**src/design/rdl_pkg.sv**
```systemverilog
// ----------------------------------------------------------------------------
// rdl_pkg: shared types and constants for the disk light intersector
// Holds register codes, configuration bundles, the queue word and the
// stage records of the two pipelined dividers.
// ----------------------------------------------------------------------------
package rdl_pkg;

  // pi in Q16.16, rounded to nearest
  localparam logic [17:0] PI_Q16 = 18'd205887;

  // largest Q16.16 distance the result field can carry
  localparam logic [30:0] DIST_MAX = 31'h7FFF_FFFF;
  localparam logic [31:0] DENS_MAX = 32'hFFFF_FFFF;

  // configuration register codes
  typedef enum logic [2:0] {
    REG_CENTER_X = 3'd0,
    REG_CENTER_Y = 3'd1,
    REG_CENTER_Z = 3'd2,
    REG_NORMAL_X = 3'd3,
    REG_NORMAL_Y = 3'd4,
    REG_NORMAL_Z = 3'd5,
    REG_RADIUS   = 3'd6
  } cfg_reg_t;

  // disk placement used by the front end
  typedef struct packed {
    logic signed [31:0] cx;
    logic signed [31:0] cy;
    logic signed [31:0] cz;
    logic signed [17:0] nx;
    logic signed [17:0] ny;
    logic signed [17:0] nz;
  } geom_cfg_t;

  // radius terms used by the back end
  typedef struct packed {
    logic [30:0] radius;
    logic [61:0] rad_sq;
    logic [79:0] pi_rad_sq;
  } disk_cfg_t;

  // classified ray, passed from front to back through the queue
  typedef struct packed {
    logic               miss;
    logic [35:0]        den;    // -(dir . normal)
    logic [50:0]        num;    // (origin - center) . normal
    logic signed [32:0] off_x;  // origin - center
    logic signed [32:0] off_y;
    logic signed [32:0] off_z;
    logic signed [17:0] dir_x;
    logic signed [17:0] dir_y;
    logic signed [17:0] dir_z;
  } ray_word_t;

  // one stage of the distance divider
  typedef struct packed {
    logic               v;
    logic               miss;
    logic [35:0]        den;
    logic [19:0]        nlo;
    logic [35:0]        rem;
    logic [35:0]        quo;
    logic signed [32:0] off_x;
    logic signed [32:0] off_y;
    logic signed [32:0] off_z;
    logic signed [17:0] dir_x;
    logic signed [17:0] dir_y;
    logic signed [17:0] dir_z;
  } qdiv_t;

  // one stage of the density divider
  typedef struct packed {
    logic         v;
    logic         miss;
    logic         sat;
    logic [35:0]  quo;
    logic [115:0] dn;
    logic [115:0] rem;
    logic [31:0]  dq;
  } ddiv_t;

endpackage

```
**src/design/rdl_queue.sv**
```systemverilog
// ----------------------------------------------------------------------------
// rdl_queue: short word queue between front and back
// Register file with read and write pointers and an occupancy count.
// ----------------------------------------------------------------------------
module rdl_queue #(
  parameter int DEPTH = 4
) (
  input  logic               clk,
  input  logic               rst_n,
  input  logic               push,
  input  rdl_pkg::ray_word_t push_word,
  output logic               full,
  input  logic               pop,
  output logic               not_empty,
  output rdl_pkg::ray_word_t head_word
);
  import rdl_pkg::*;

  localparam int IDXW = (DEPTH > 1) ? $clog2(DEPTH) : 1;
  localparam int CNTW = $clog2(DEPTH + 1);

  ray_word_t        mem_r [DEPTH];
  logic [IDXW-1:0]  wr_ptr_r, wr_ptr_nxt;
  logic [IDXW-1:0]  rd_ptr_r, rd_ptr_nxt;
  logic [CNTW-1:0]  count_r, count_nxt;
  logic             do_push, do_pop;

  assign full      = (count_r == CNTW'(DEPTH));
  assign not_empty = (count_r != '0);
  assign do_push   = push && !full;
  assign do_pop    = pop && not_empty;
  assign head_word = mem_r[rd_ptr_r];

  // advance pointers with wrap at the depth
  always_comb begin
    wr_ptr_nxt = wr_ptr_r;
    rd_ptr_nxt = rd_ptr_r;
    count_nxt  = count_r;
    if (do_push) begin
      wr_ptr_nxt = (wr_ptr_r == IDXW'(DEPTH - 1)) ? '0 : wr_ptr_r + 1'b1;
    end
    if (do_pop) begin
      rd_ptr_nxt = (rd_ptr_r == IDXW'(DEPTH - 1)) ? '0 : rd_ptr_r + 1'b1;
    end
    if (do_push && !do_pop) begin
      count_nxt = count_r + 1'b1;
    end else if (do_pop && !do_push) begin
      count_nxt = count_r - 1'b1;
    end
  end

  always_ff @(posedge clk) begin
    if (!rst_n) begin
      wr_ptr_r <= '0;
      rd_ptr_r <= '0;
      count_r  <= '0;
    end else begin
      wr_ptr_r <= wr_ptr_nxt;
      rd_ptr_r <= rd_ptr_nxt;
      count_r  <= count_nxt;
    end
  end

  // store the incoming word
  always_ff @(posedge clk) begin
    if (do_push) begin
      mem_r[wr_ptr_r] <= push_word;
    end
  end

endmodule

```
**config.mk**
```make
export PLATFORM = sky130hd
export DESIGN_NAME = rdl_queue
export DESIGN_NICKNAME = d
export VERILOG_FILES = /design/src/design/rdl_pkg.sv /design/src/design/rdl_queue.sv
export SDC_FILE = /design/constraint.sdc
export NUM_CORES = 1
export LEC_CHECK = 0
export BUFFER_PORTS_ARGS = -buffer_cell sky130_fd_sc_hd__buf_2
export CAP_MARGIN = 15
export CELL_PAD_IN_SITES_DETAIL_PLACEMENT = 1
export CELL_PAD_IN_SITES_GLOBAL_PLACEMENT = 1
export CORE_MARGIN = 1.5
export CORE_UTILIZATION = 38
export CTS_BUF_LIST = sky130_fd_sc_hd__clkbuf_4 sky130_fd_sc_hd__clkbuf_8
export CTS_CLUSTER_DIAMETER = 50
export DETAILED_ROUTE_END_ITERATION = 7
export GPL_ROUTABILITY_DRIVEN = 0
export PLACE_DENSITY_LB_ADDON = 0.08
export SYNTH_ARGS = -nofsm -noshare
export SYNTH_HDL_FRONTEND = slang
export SYNTH_SLANG_ARGS = --single-unit
```
**constraint.sdc**
```tcl
create_clock -name clk -period 10.64 [get_ports clk]
set_input_delay 2.66 -clock clk [delete_from_list [all_inputs] [get_ports clk]]
set_output_delay 2.66 -clock clk [all_outputs]
set_load 0.05 [all_outputs]
```
# After elaboration in Yosys (flattened, before gate mapping)
# Memories as Yosys holds them, arrays and structs flattened. A register that Yosys moved wholly into a read port is not among the register bits.
# Index checks and enable logic that the tools add are counted.
[totals]
ramBits = 964
word_cells = 28
out_inout_bits = 243
input_bits = 245
n_memories = 1
register_bits = 7
[mem_list]
columns = ["name", "words", "width", "rd", "rd_clocked_by_memory_dff", "wr", "line", "rtl"]
rows = [
  ["mem_r", 4, 241, 1, 1, 1, "rdl_queue.sv:22", "ray_word_t mem_r [DEPTH];"],
]
[classes]
muxes = 8
n_addsub = 4
n_reduce_logical = 9
n_eq_ne = 3
[op_table]
columns = ["op", "n"]
rows = [
  ["2-bit 2-to-1 mux", 4],
  ["3-bit 2-to-1 mux", 2],
  ["2-bit by 1-bit adder with 2-bit output (second input constant)", 2],
  ["2-bit == test (second input constant)", 2],
  ["1-bit logical AND", 4],
  ["3-bit by 1-bit adder with 3-bit output (second input constant)", 1],
  ["3-bit == test (second input constant)", 1],
  ["1-bit zero test", 3],
  ["3-bit nonzero test", 1],
  ["3-bit by 1-bit subtractor with 3-bit output (second input constant)", 1],
  ["1-bit 2-to-1 mux", 2],
  ["2-bit nonzero test", 1],
]

# Longest topological paths before layout
# Gate-level depths: netlist of run 1.
[logic_depth]
word_depth = 7
mapped_depth = 9
mapped_depth_nobuf = 8

# Worst setup path after synthesis of run 1
# Ideal clock, no wire load.
[synth_path]
path_kind = "input-to-reg"
startpoint = "in push"
endpoint = "mem mem_r[1][0] in the netlist's numbering (enable)"
required_ps = 10008
path_stages = 3
setup_slack_ps = 1481
path_buffers = 1
t_arrival_ps = 8527
setup_time_ps = 632
cell_sequence = "nor2b_1 -> clkbuf_1 -> and2_1"
[synth_between]
elab_chain_len = 3
[synth_rtl]
columns = ["element", "line", "rtl"]
rows = [
  ["from (decl)", "rdl_queue.sv:10", "input logic push,"],
  ["1-bit logical AND", "rdl_queue.sv:30", "assign do_push = push && !full;"],
  ["named net do_push", "rdl_queue.sv:26", "logic do_push, do_pop;"],
  ["1-bit 2-to-1 mux", "rdl_queue.sv:66", "if (do_push) begin"],
  ["1-bit 2-to-1 mux (implied by the code)", "rdl_queue.sv:67", "mem_r[wr_ptr_r] <= push_word;"],
  ["to (decl)", "rdl_queue.sv:22", ""],
]
# The timed path passes the listed nets, and every way through them passes these cells.

==> results of run 1 <==
==> synth_stat cells <==
cell and instances:
nand2_1 6, o21ai_0 3, fa_1 1, o31ai_1 1
nand3_1 2, nor3b_1 1, buf_2 26, or3_1 2
xnor2_1 1, clkbuf_1 8, edfxtp_1 964, dfxtp_1 9
nor2_1 2, inv_1 3, a21boi_0 1, and2_1 5
mux4_2 241, mux2i_1 3, nor2b_1 2, xor2_1 1
ha_1 6, buf_6 22
==> placed cells by master, fill, tap and decap left out <==
cell type / n
xor2_1: 1
nor2_1: 2
xnor2_1: 1
or3_1: 2
mux4_2: 241
buf_12: 7
ha_1: 6
o31ai_1: 1
clkinvlp_4: 5
mux2i_1: 3
edfxtp_1: 964
diode_2: 10
o21ai_0: 3
inv_1: 3
nor3b_1: 1
inv_6: 4
a21boi_0: 1
and2_1: 1
bufinv_16: 3
clkbuf_8: 173
buf_2: 487
clkbuf_4: 60
dfxtp_4: 2
buf_4: 11
clkinv_2: 11
nand2_1: 6
nor2b_1: 2
and2_4: 4
nand3_1: 2
clkinv_1: 38
clkinv_4: 2
fa_1: 1
dfxtp_1: 7
==> sequential cells by signal, indices dropped and copies added (netlist names), named ones only <==
register,count
mem_r,964
count_r,3
rd_ptr_r,2
wr_ptr_r,2
==> power groups by stage <==
stage / clock network [uW] / logic, uW / registers, uW
global placement: 0 / 3580 / 4860
CTS: 3340 / 3590 / 4810
detailed placement: 0 / 3580 / 4880
floorplan: 0 / 2740 / 4900
global route: 3480 / 3680 / 4840
finish: 3220 / 3500 / 4800
==> cell type report <==
| class | instances | area [sq um] |
|---|---|---|
| multi-input cells | 278 | 5710 |
| fillers | 8420 | 49500 |
| clock buffers | 233 | 2830 |
| diodes | 10 | 25.0 |
| flip-flops and latches | 973 | 29100 |
| well taps | 1243 | 1560 |
| clock inverters | 63 | 378 |
| inverters | 3 | 11.3 |
| repair buffers | 505 | 2660 |
==> worst register-to-register path, delay by kind of cell, from the launching register on <==
| kind | cells | cell delay (ns) |
|---|---|---|
| flops | 1 | 0.45 |
| buf+inv | 2 | 1.25 |
| simple gates | 3 | 1.28 |
==> metal layers <==
layer	global-route usage (%)	vias to the layer above	share of wire (%)
met5	0	-	0.34
met4	5.35	38	2.1
met3	7.03	176	8.7
met2	27.8	520	50
met1	20.6	8495	39
li1	-	6984	-
==> worst paths after layout <==
kind | end | from | depth (start not counted)
setup / recovery | head_word[227] | flip-flop | 4
hold / removal | wr_ptr_r[1]$_SDFFE_PN0P_ | wr_ptr_r[1]$_SDFFE_PN0P_ | 2
setup reg to reg | mem_r[2][199]$_DFFE_PP_ | count_r[0]$_SDFFE_PN0P_ | 5
hold reg to reg | wr_ptr_r[1]$_SDFFE_PN0P_ | wr_ptr_r[1]$_SDFFE_PN0P_ | 2
==> kinds of logic after synthesis <==
group           Yosys count  share of synthesized area [%]
mux                     244                           15.5
xor+xnor                  2                         0.0497
compound gates            5                         0.0852
flops                   973                           82.6
buf+inv                  59                           1.19
simple gates             20                          0.295
fa+ha+maj                 7                          0.270
==> metrics by stage <==
stage,std cells,utilization (%),cell area (sq um)
6_report,3308,46.1,42300
5_1_grt,3302,46.1,42300
4_1_cts,3298,46.1,42300
3_5_place_dp,3002,42.6,39100
3_3_place_gp,3002,42.6,39100
2_1_floorplan,1310,-,35300
==> flow_summary.ini, run 1 <==
[clocking]
hold_buffers = 0
clk_latency_ns = 0.82
cts_resized = 0
cts_buffers = 167
cts_tree = built
numClockSinks = 973
ctsLongestPathBuffers = 3
cts_root_buffer = clkbuf_8
clk_pin_slew_ns = 0.05
ctsHtreeMaxLevel = 4
cts_setup_buffers = 0

[sta]
finalCritPeriodShare_pct = 60.3
hold-worst-slack_ns = 0.515
skew_ns = 0.0220
tightest_slew_ns = 1.07
min_period_ns = 6.41
relSlewSlack_pct = 28.6
worst_slack_ns = 4.23
rsz0062_at_grt = false
fmax_mhz = 156
hold_viol_final = 0
setup_viol = 0
finalMaxSlewViolations = 0
setup_tns_ns = 0

[synth]
yosysUniqueCellTypes = 22
ys_seq_area_share_pct = 82.6
avgSynthCellArea_sq_um = 26.9
netlist_area_sq_um = 35300
ys_top_cells_by_area = edfxtp_1, mux4_2, buf_6, dfxtp_1, buf_2
netlist.area_leader.share_pct = 82.1
ys_warn_count = 0
syn_nets = 1562
synth.largest_area_cell = edfxtp_1
synth_seq_cells = 973
syn_inst = 1310

[pwr]
switching_share_pct = 35.3
p_seq_share_pct = 41.6
p_sw_uw = 4070
finalPower_uw = 11500
internal-power_uw = 7450
cellPowerDensity_nw_per_um2 = 272
p_comb_share_pct = 30.4
p_leak_uw = 0.0140
power_frac_clock_pct = 28.0
vdd_drop_max_mv = 0.179

[floorplanning]
top_level_ports = 488
fp.dieH_um = 308
core_sq_um = 91800
dieArea_sq_um = 94600
num_rows = 111
start_util_pct = 38.4
chipWidth_um = 308

[run]
max-cap-violations = 0

[drt]
ant_nets = 0
vias = 16200
drc = 0
wl_um = 79800
post_drt_wl_per_cell_um = 24.1
drtIter0Drc = 915
drt_pre_antenna_iters = 5
detail_route.vias_per_cell = 4.90

[critical_path]
worstPathCellList = buf_12 > buf_4 > mux4_2 > buf_2
arrival_ns = 3.75
cp.required_ns = 7.98
crit_path_end_kind = output port
crit_type = flip-flop to output port
cp-start-kind = flip-flop
ff2ff_setup_slack_ns = 7.21
cp_max_fo = 99
slowest_delay_ns = 0.78
worst_path_max_delay_cell = dfxtp_4
path_delay_family = buffers and inverters
path_buf_inv = 3

[placed_design]
post-place-ws_ns = 4.72
port_buffers = 487
hpwl_um = 47400

[global_route]
grt_overflow = 0
grt_pass1_wl_um = 117000
grt_pass1_vias = 17900
grt_max_degree = 129
antenna_found_initial = 32
grt_use_total_pct = 17.0

[finish]
areaGrowthSynthToFinish_pct = 20.0
drive_gt1_share_pct = 49.1
final_nets = 2180

[run_status]
status = completed

[hold_path]
hold_class = flip-flop to flip-flop
(Power assumes the default switching activity.)
==> inputs of run 2 (changes only) <==
Clock period 10.64 ns to 6.2 ns, I/O delays scaled along.
==> run 2 against run 1 <==
  * Register-to-register slack lost 3.8 ns
  * Sequential cell count is the same
  * Sequential power grew 72%
==> flow_summary.ini, run 2 (synthesized netlist as in run 1, its figures left out) <==
[run_status]
status = completed

[clocking]
numClockSinks = 973
hold_buffers = 0
cts_root_buffer = clkbuf_8
cts_setup_buffers = 0
ctsLongestPathBuffers = 3
cts_tree = built
cts_buffers = 167
clk_pin_slew_ns = 0.06
ctsHtreeMaxLevel = 4
clk_latency_ns = 0.83
cts_resized = 0

[critical_path]
crit_type = flip-flop to output port
timing.rr.start = count_r[0]$_SDFFE_PN0P_
cp-start-kind = flip-flop
arrival_ns = 3.04
cp_max_fo = 44
cp.required_ns = 4.65
crit_path_end_kind = output port

[global_route]
antenna_found_initial = 32
grt_overflow = 0
grt_max_degree = 107
grt_pass1_vias = 18100
grt_pass1_wl_um = 119000
grt_use_total_pct = 17.3

[finish]
final_nets = 2194
mostFrequentLayoutCell = edfxtp_1
drive_gt1_share_pct = 49.1
post_layout_nonfiller_instances = 3333
post-route-util_pct = 46.3
top_register = mem_r
n_fill_cell = 8446
final_cell_mix = edfxtp_1, buf_2, mux4_2
top_regs = mem_r x964, count_r x3
largest_reg_flops = 964
areaGrowthSynthToFinish_pct = 20.5
multi_input_area_sq_um = 5710
final_area_sq_um = 42500
final-seq-area_sq_um = 29100

[pwr]
p_comb_share_pct = 30.6
p_sw_uw = 7050
vdd_drop_max_mv = 0.312
p_seq_share_pct = 41.6
p_leak_uw = 0.0141
power_frac_clock_pct = 27.7
internal-power_uw = 12700
switching_share_pct = 35.6
cellPowerDensity_nw_per_um2 = 466

[drt]
vias = 16300
detail_route.vias_per_cell = 4.89
wl_um = 80600
drc = 0
post_drt_wl_per_cell_um = 24.2
drt_pre_antenna_iters = 4
ant_nets = 0
drtIter0Drc = 1039

[hold_path]
hold_class = flip-flop to flip-flop
hold_start = wr_ptr_r[1]$_SDFFE_PN0P_

[sta]
relSlewSlack_pct = 43.2
skew_ns = 0.0308
min_period_ns = 4.59
finalCritPeriodShare_pct = 74.0
fmax_mhz = 218
finalMaxSlewViolations = 0
setup_tns_ns = 0
tightest_slew_ns = 0.852
rsz0062_at_grt = false
hold_viol_final = 0
setup_viol = 0

[placed_design]
port_buffers = 487
place_area_sq_um = 39300
hpwl_um = 48900
placedCellCount = 3016

[run]
max-cap-violations = 0

[floorplanning]
core_sq_um = 91800
num_rows = 111
fp.dieH_um = 308
top_level_ports = 488
dieArea_sq_um = 94600
start_util_pct = 38.4
chipWidth_um = 308
[run 2: changes by cell type in the layout (fill, tap and decap cells not counted), sizes merged]
cell	previous run	this run
clkinv	51	69
buf	505	519
clkbuf	233	228
bufinv	3	1
clkinvlp	5	3
diode	10	11
inv	7	8
[run 2: critical path: stages, from the launching register on]
cell     delay, ns
dfxtp_4       0.91
buf_12        0.41
mux4_2        0.58
buf_2         0.23
[run 2: metal layers]
metal / vias to the layer above / part of all wire [%] / global-route usage [%]
li1: 7026 / - / -
met1: 8592 / 39 / 20.9
met2: 464 / 50 / 28.5
met3: 175 / 8.2 / 6.90
met4: 38 / 2.0 / 5.42
met5: - / 0.33 / 0
[run 2: cell type report]
cell class,instances,share of cell area [%]
timing repair buffer,519,6.72
sequential,973,68.6
inverter,3,0.0265
tap,1243,3.66
antenna,11,0.0648
clock inverter,78,0.892
clock buffer,228,6.61
multi-input combinational,278,13.5
[run 2: through the flow]
stage | power [uW] | hold WS, ns | setup slack (ns)
after global placement | 14500 | 0.493 | 2.33
final | 19800 | 0.503 | 1.61
after detailed placement | 14600 | 0.499 | 2.25
after CTS | 20200 | 0.508 | 1.38
after floorplan | 13000 | 0.468 | 0.855
after global routing | 20600 | 0.533 | 1.29
[run 2: final timing paths]
| path | to | slack [ns] | cells after the start |
|---|---|---|---|
| setup / recovery | head_word[158] | 1.61 | 3 |
| hold / removal | wr_ptr_r[1]$_SDFFE_PN0P_ | 0.50 | 2 |
| setup reg to reg | mem_r[1][184]$_DFFE_PP_ | 3.38 | 4 |
| hold reg to reg | wr_ptr_r[1]$_SDFFE_PN0P_ | 0.50 | 2 |
[run 2: power groups by stage]
stage | combinational, uW | sequential (uW) | clock (uW)
global route | 6370 | 8310 | 5950
CTS | 6210 | 8260 | 5700
finish | 6060 | 8240 | 5490
floorplan | 4700 | 8320 | 0
detailed placement | 6190 | 8390 | 0
global placement | 6200 | 8340 | 0
==> inputs of run 3 (changes only) <==
Clock period 6.2 ns to 4.54 ns, I/O delays scaled along.
==> run 3 against run 2 <==
  * Clock skew is 0.012 ns higher
  * Total power grew 36%
  * Sequential cell count unchanged
  * Sequential power is 36% higher
  * Largest cell class unchanged
  * Largest power group unchanged
  * Non-clock buffer count up 20
==> flow_summary.ini, run 3 (synthesized netlist as in run 1, its figures left out) <==
[run_status]
status = completed

[critical_path]
ff2ff_setup_slack_ns = 1.95
worstPathCellList = buf_4 > mux4_2 > buf_2
crit_type = flip-flop to output port
timing.rr.start = count_r[0]$_SDFFE_PN0P_
arrival_ns = 2.73
cp.required_ns = 3.40
worst_path_max_delay_cell = dfxtp_4
reg2regPathDepth = 4
cp-start-kind = flip-flop
crit_path_end_kind = output port
endpoint = head_word[155]
cp_max_fo = 29
reg2reg_to = mem_r[1][106]$_DFFE_PP_
slowest_delay_ns = 0.71

[floorplanning]
top_level_ports = 488
chipWidth_um = 308
core_sq_um = 91800
dieArea_sq_um = 94600
fp.dieH_um = 308
start_util_pct = 38.4
num_rows = 111

[finish]
final_cell_mix = edfxtp_1, buf_2, mux4_2
top_regs = mem_r x964, count_r x3
final_nets = 2213
top_register = mem_r
n_fill_cell = 8331
multi_input_area_sq_um = 5710
post-route-util_pct = 46.6
mostFrequentLayoutCell = edfxtp_1
final-seq-area_sq_um = 29100
largest_reg_flops = 964
drive_gt1_share_pct = 49.9
areaGrowthSynthToFinish_pct = 21.3

[sta]
finalMaxSlewViolations = 0
relSlewSlack_pct = 43.3
fmax_mhz = 259
skew_ns = 0.0425
tightest_slew_ns = 0.851
finalCritPeriodShare_pct = 85.1
hold_viol_final = 0
rsz0062_at_grt = false
min_period_ns = 3.86
worst_slack_ns = 0.676
setup_viol = 0

[pwr]
vdd_drop_max_mv = 0.291
p_leak_uw = 0.0142
cellPowerDensity_nw_per_um2 = 631

[clocking]
hold_buffers = 0
numClockSinks = 973
cts_buffers = 166
ctsLongestPathBuffers = 3
ctsHtreeMaxLevel = 4
clk_pin_slew_ns = 0.05
cts_root_buffer = clkbuf_8
clk_latency_ns = 0.82
cts_setup_buffers = 0
cts_tree = built
cts_resized = 0

[hold_path]
hold_class = flip-flop to flip-flop

[global_route]
grt_pass1_wl_um = 120000
antenna_found_initial = 29
grt_overflow = 0
grt_pass1_vias = 18200
grt_max_degree = 68
grt_use_total_pct = 17.4

[drt]
ant_nets = 0
drc = 0
drtIter0Drc = 924
vias = 16200
post_drt_wl_per_cell_um = 24.4
detail_route.vias_per_cell = 4.89
wl_um = 80900
drt_pre_antenna_iters = 4

[placed_design]
port_buffers = 487
hpwl_um = 50700
post-place-ws_ns = 1.17

[run]
max-cap-violations = 0
-- run 3: changes by cell type in the layout (fill, tap and decap cells not counted) --
cell       previous run  this run
buf_12               14        36
clkinv_1             52        31
diode_2              11         3
clkbuf_4             53        59
clkbuf_8            175       169
clkinv_2             17        11
buf_4                18        16
inv_6                 4         2
bufinv_16             1         2
clkinv_4              0         1
inv_8                 1         0
-- run 3: critical path, delay by kind of cell (launching register included) --
kind	cells	cell delay, ns
flip-flops	1	0.71
buffers and inverters	2	0.76
multiplexers	1	0.43
-- run 3: metal layers --
metal  vias up  part of all wire [%]  track usage, %
li1       7026                     -               -
met1      8504                    39            21.2
met2       481                    50            28.6
met3       182                   7.9            6.59
met4        36                   2.2            5.58
met5         -                  0.27               0
-- run 3: final cells by class --
class | instances | share of cell area [%]
sequential | 973 | 68.2
multi-input combinational | 278 | 13.4
timing repair buffer | 539 | 7.67
clock buffer | 228 | 6.48
tap | 1243 | 3.64
clock inverter | 50 | 0.656
inverter | 3 | 0.0263
antenna | 3 | 0.0176
-- run 3: where the power goes --
group | internal [uW] | switching [uW] | leakage [uW]
combinational | 2500 | 5950 | 0.00371
clock | 4010 | 3330 | 0.00162
sequential | 10900 | 265 | 0.00891
total | 17400 | 9540 | 0.0142
-- run 3: worst min-delay path by stage --
stage,slack (ns),cells past startpoint,startpoint,end
global placement,0.48,2,wr_ptr_r[1]$_SDFFE_PN0P_,wr_ptr_r[1]$_SDFFE_PN0P_
floorplan,0.47,2,wr_ptr_r[1]$_SDFFE_PN0P_,wr_ptr_r[1]$_SDFFE_PN0P_
detailed placement,0.50,2,wr_ptr_r[1]$_SDFFE_PN0P_,wr_ptr_r[1]$_SDFFE_PN0P_
global route,0.46,1,push_word[89],mem_r[3][89]$_DFFE_PP_
finish,0.51,2,wr_ptr_r[1]$_SDFFE_PN0P_,wr_ptr_r[1]$_SDFFE_PN0P_
CTS,0.41,1,push_word[89],mem_r[3][89]$_DFFE_PP_
-- run 3: through the flow --
step           instance area [sq um]  hold slack (ns)  std cells  total power, uW  TNS (ns)
2_1_floorplan                  35300            0.468       1310            17800   -376.20
3_3_place_gp                   39700            0.485       3036            20000         0
3_5_place_dp                   39700            0.504       3036            20100         0
4_1_cts                        42700            0.408       3314            27500         0
5_1_grt                        42700            0.457       3315            28200         0
6_report                       42800            0.511       3317            27000         0
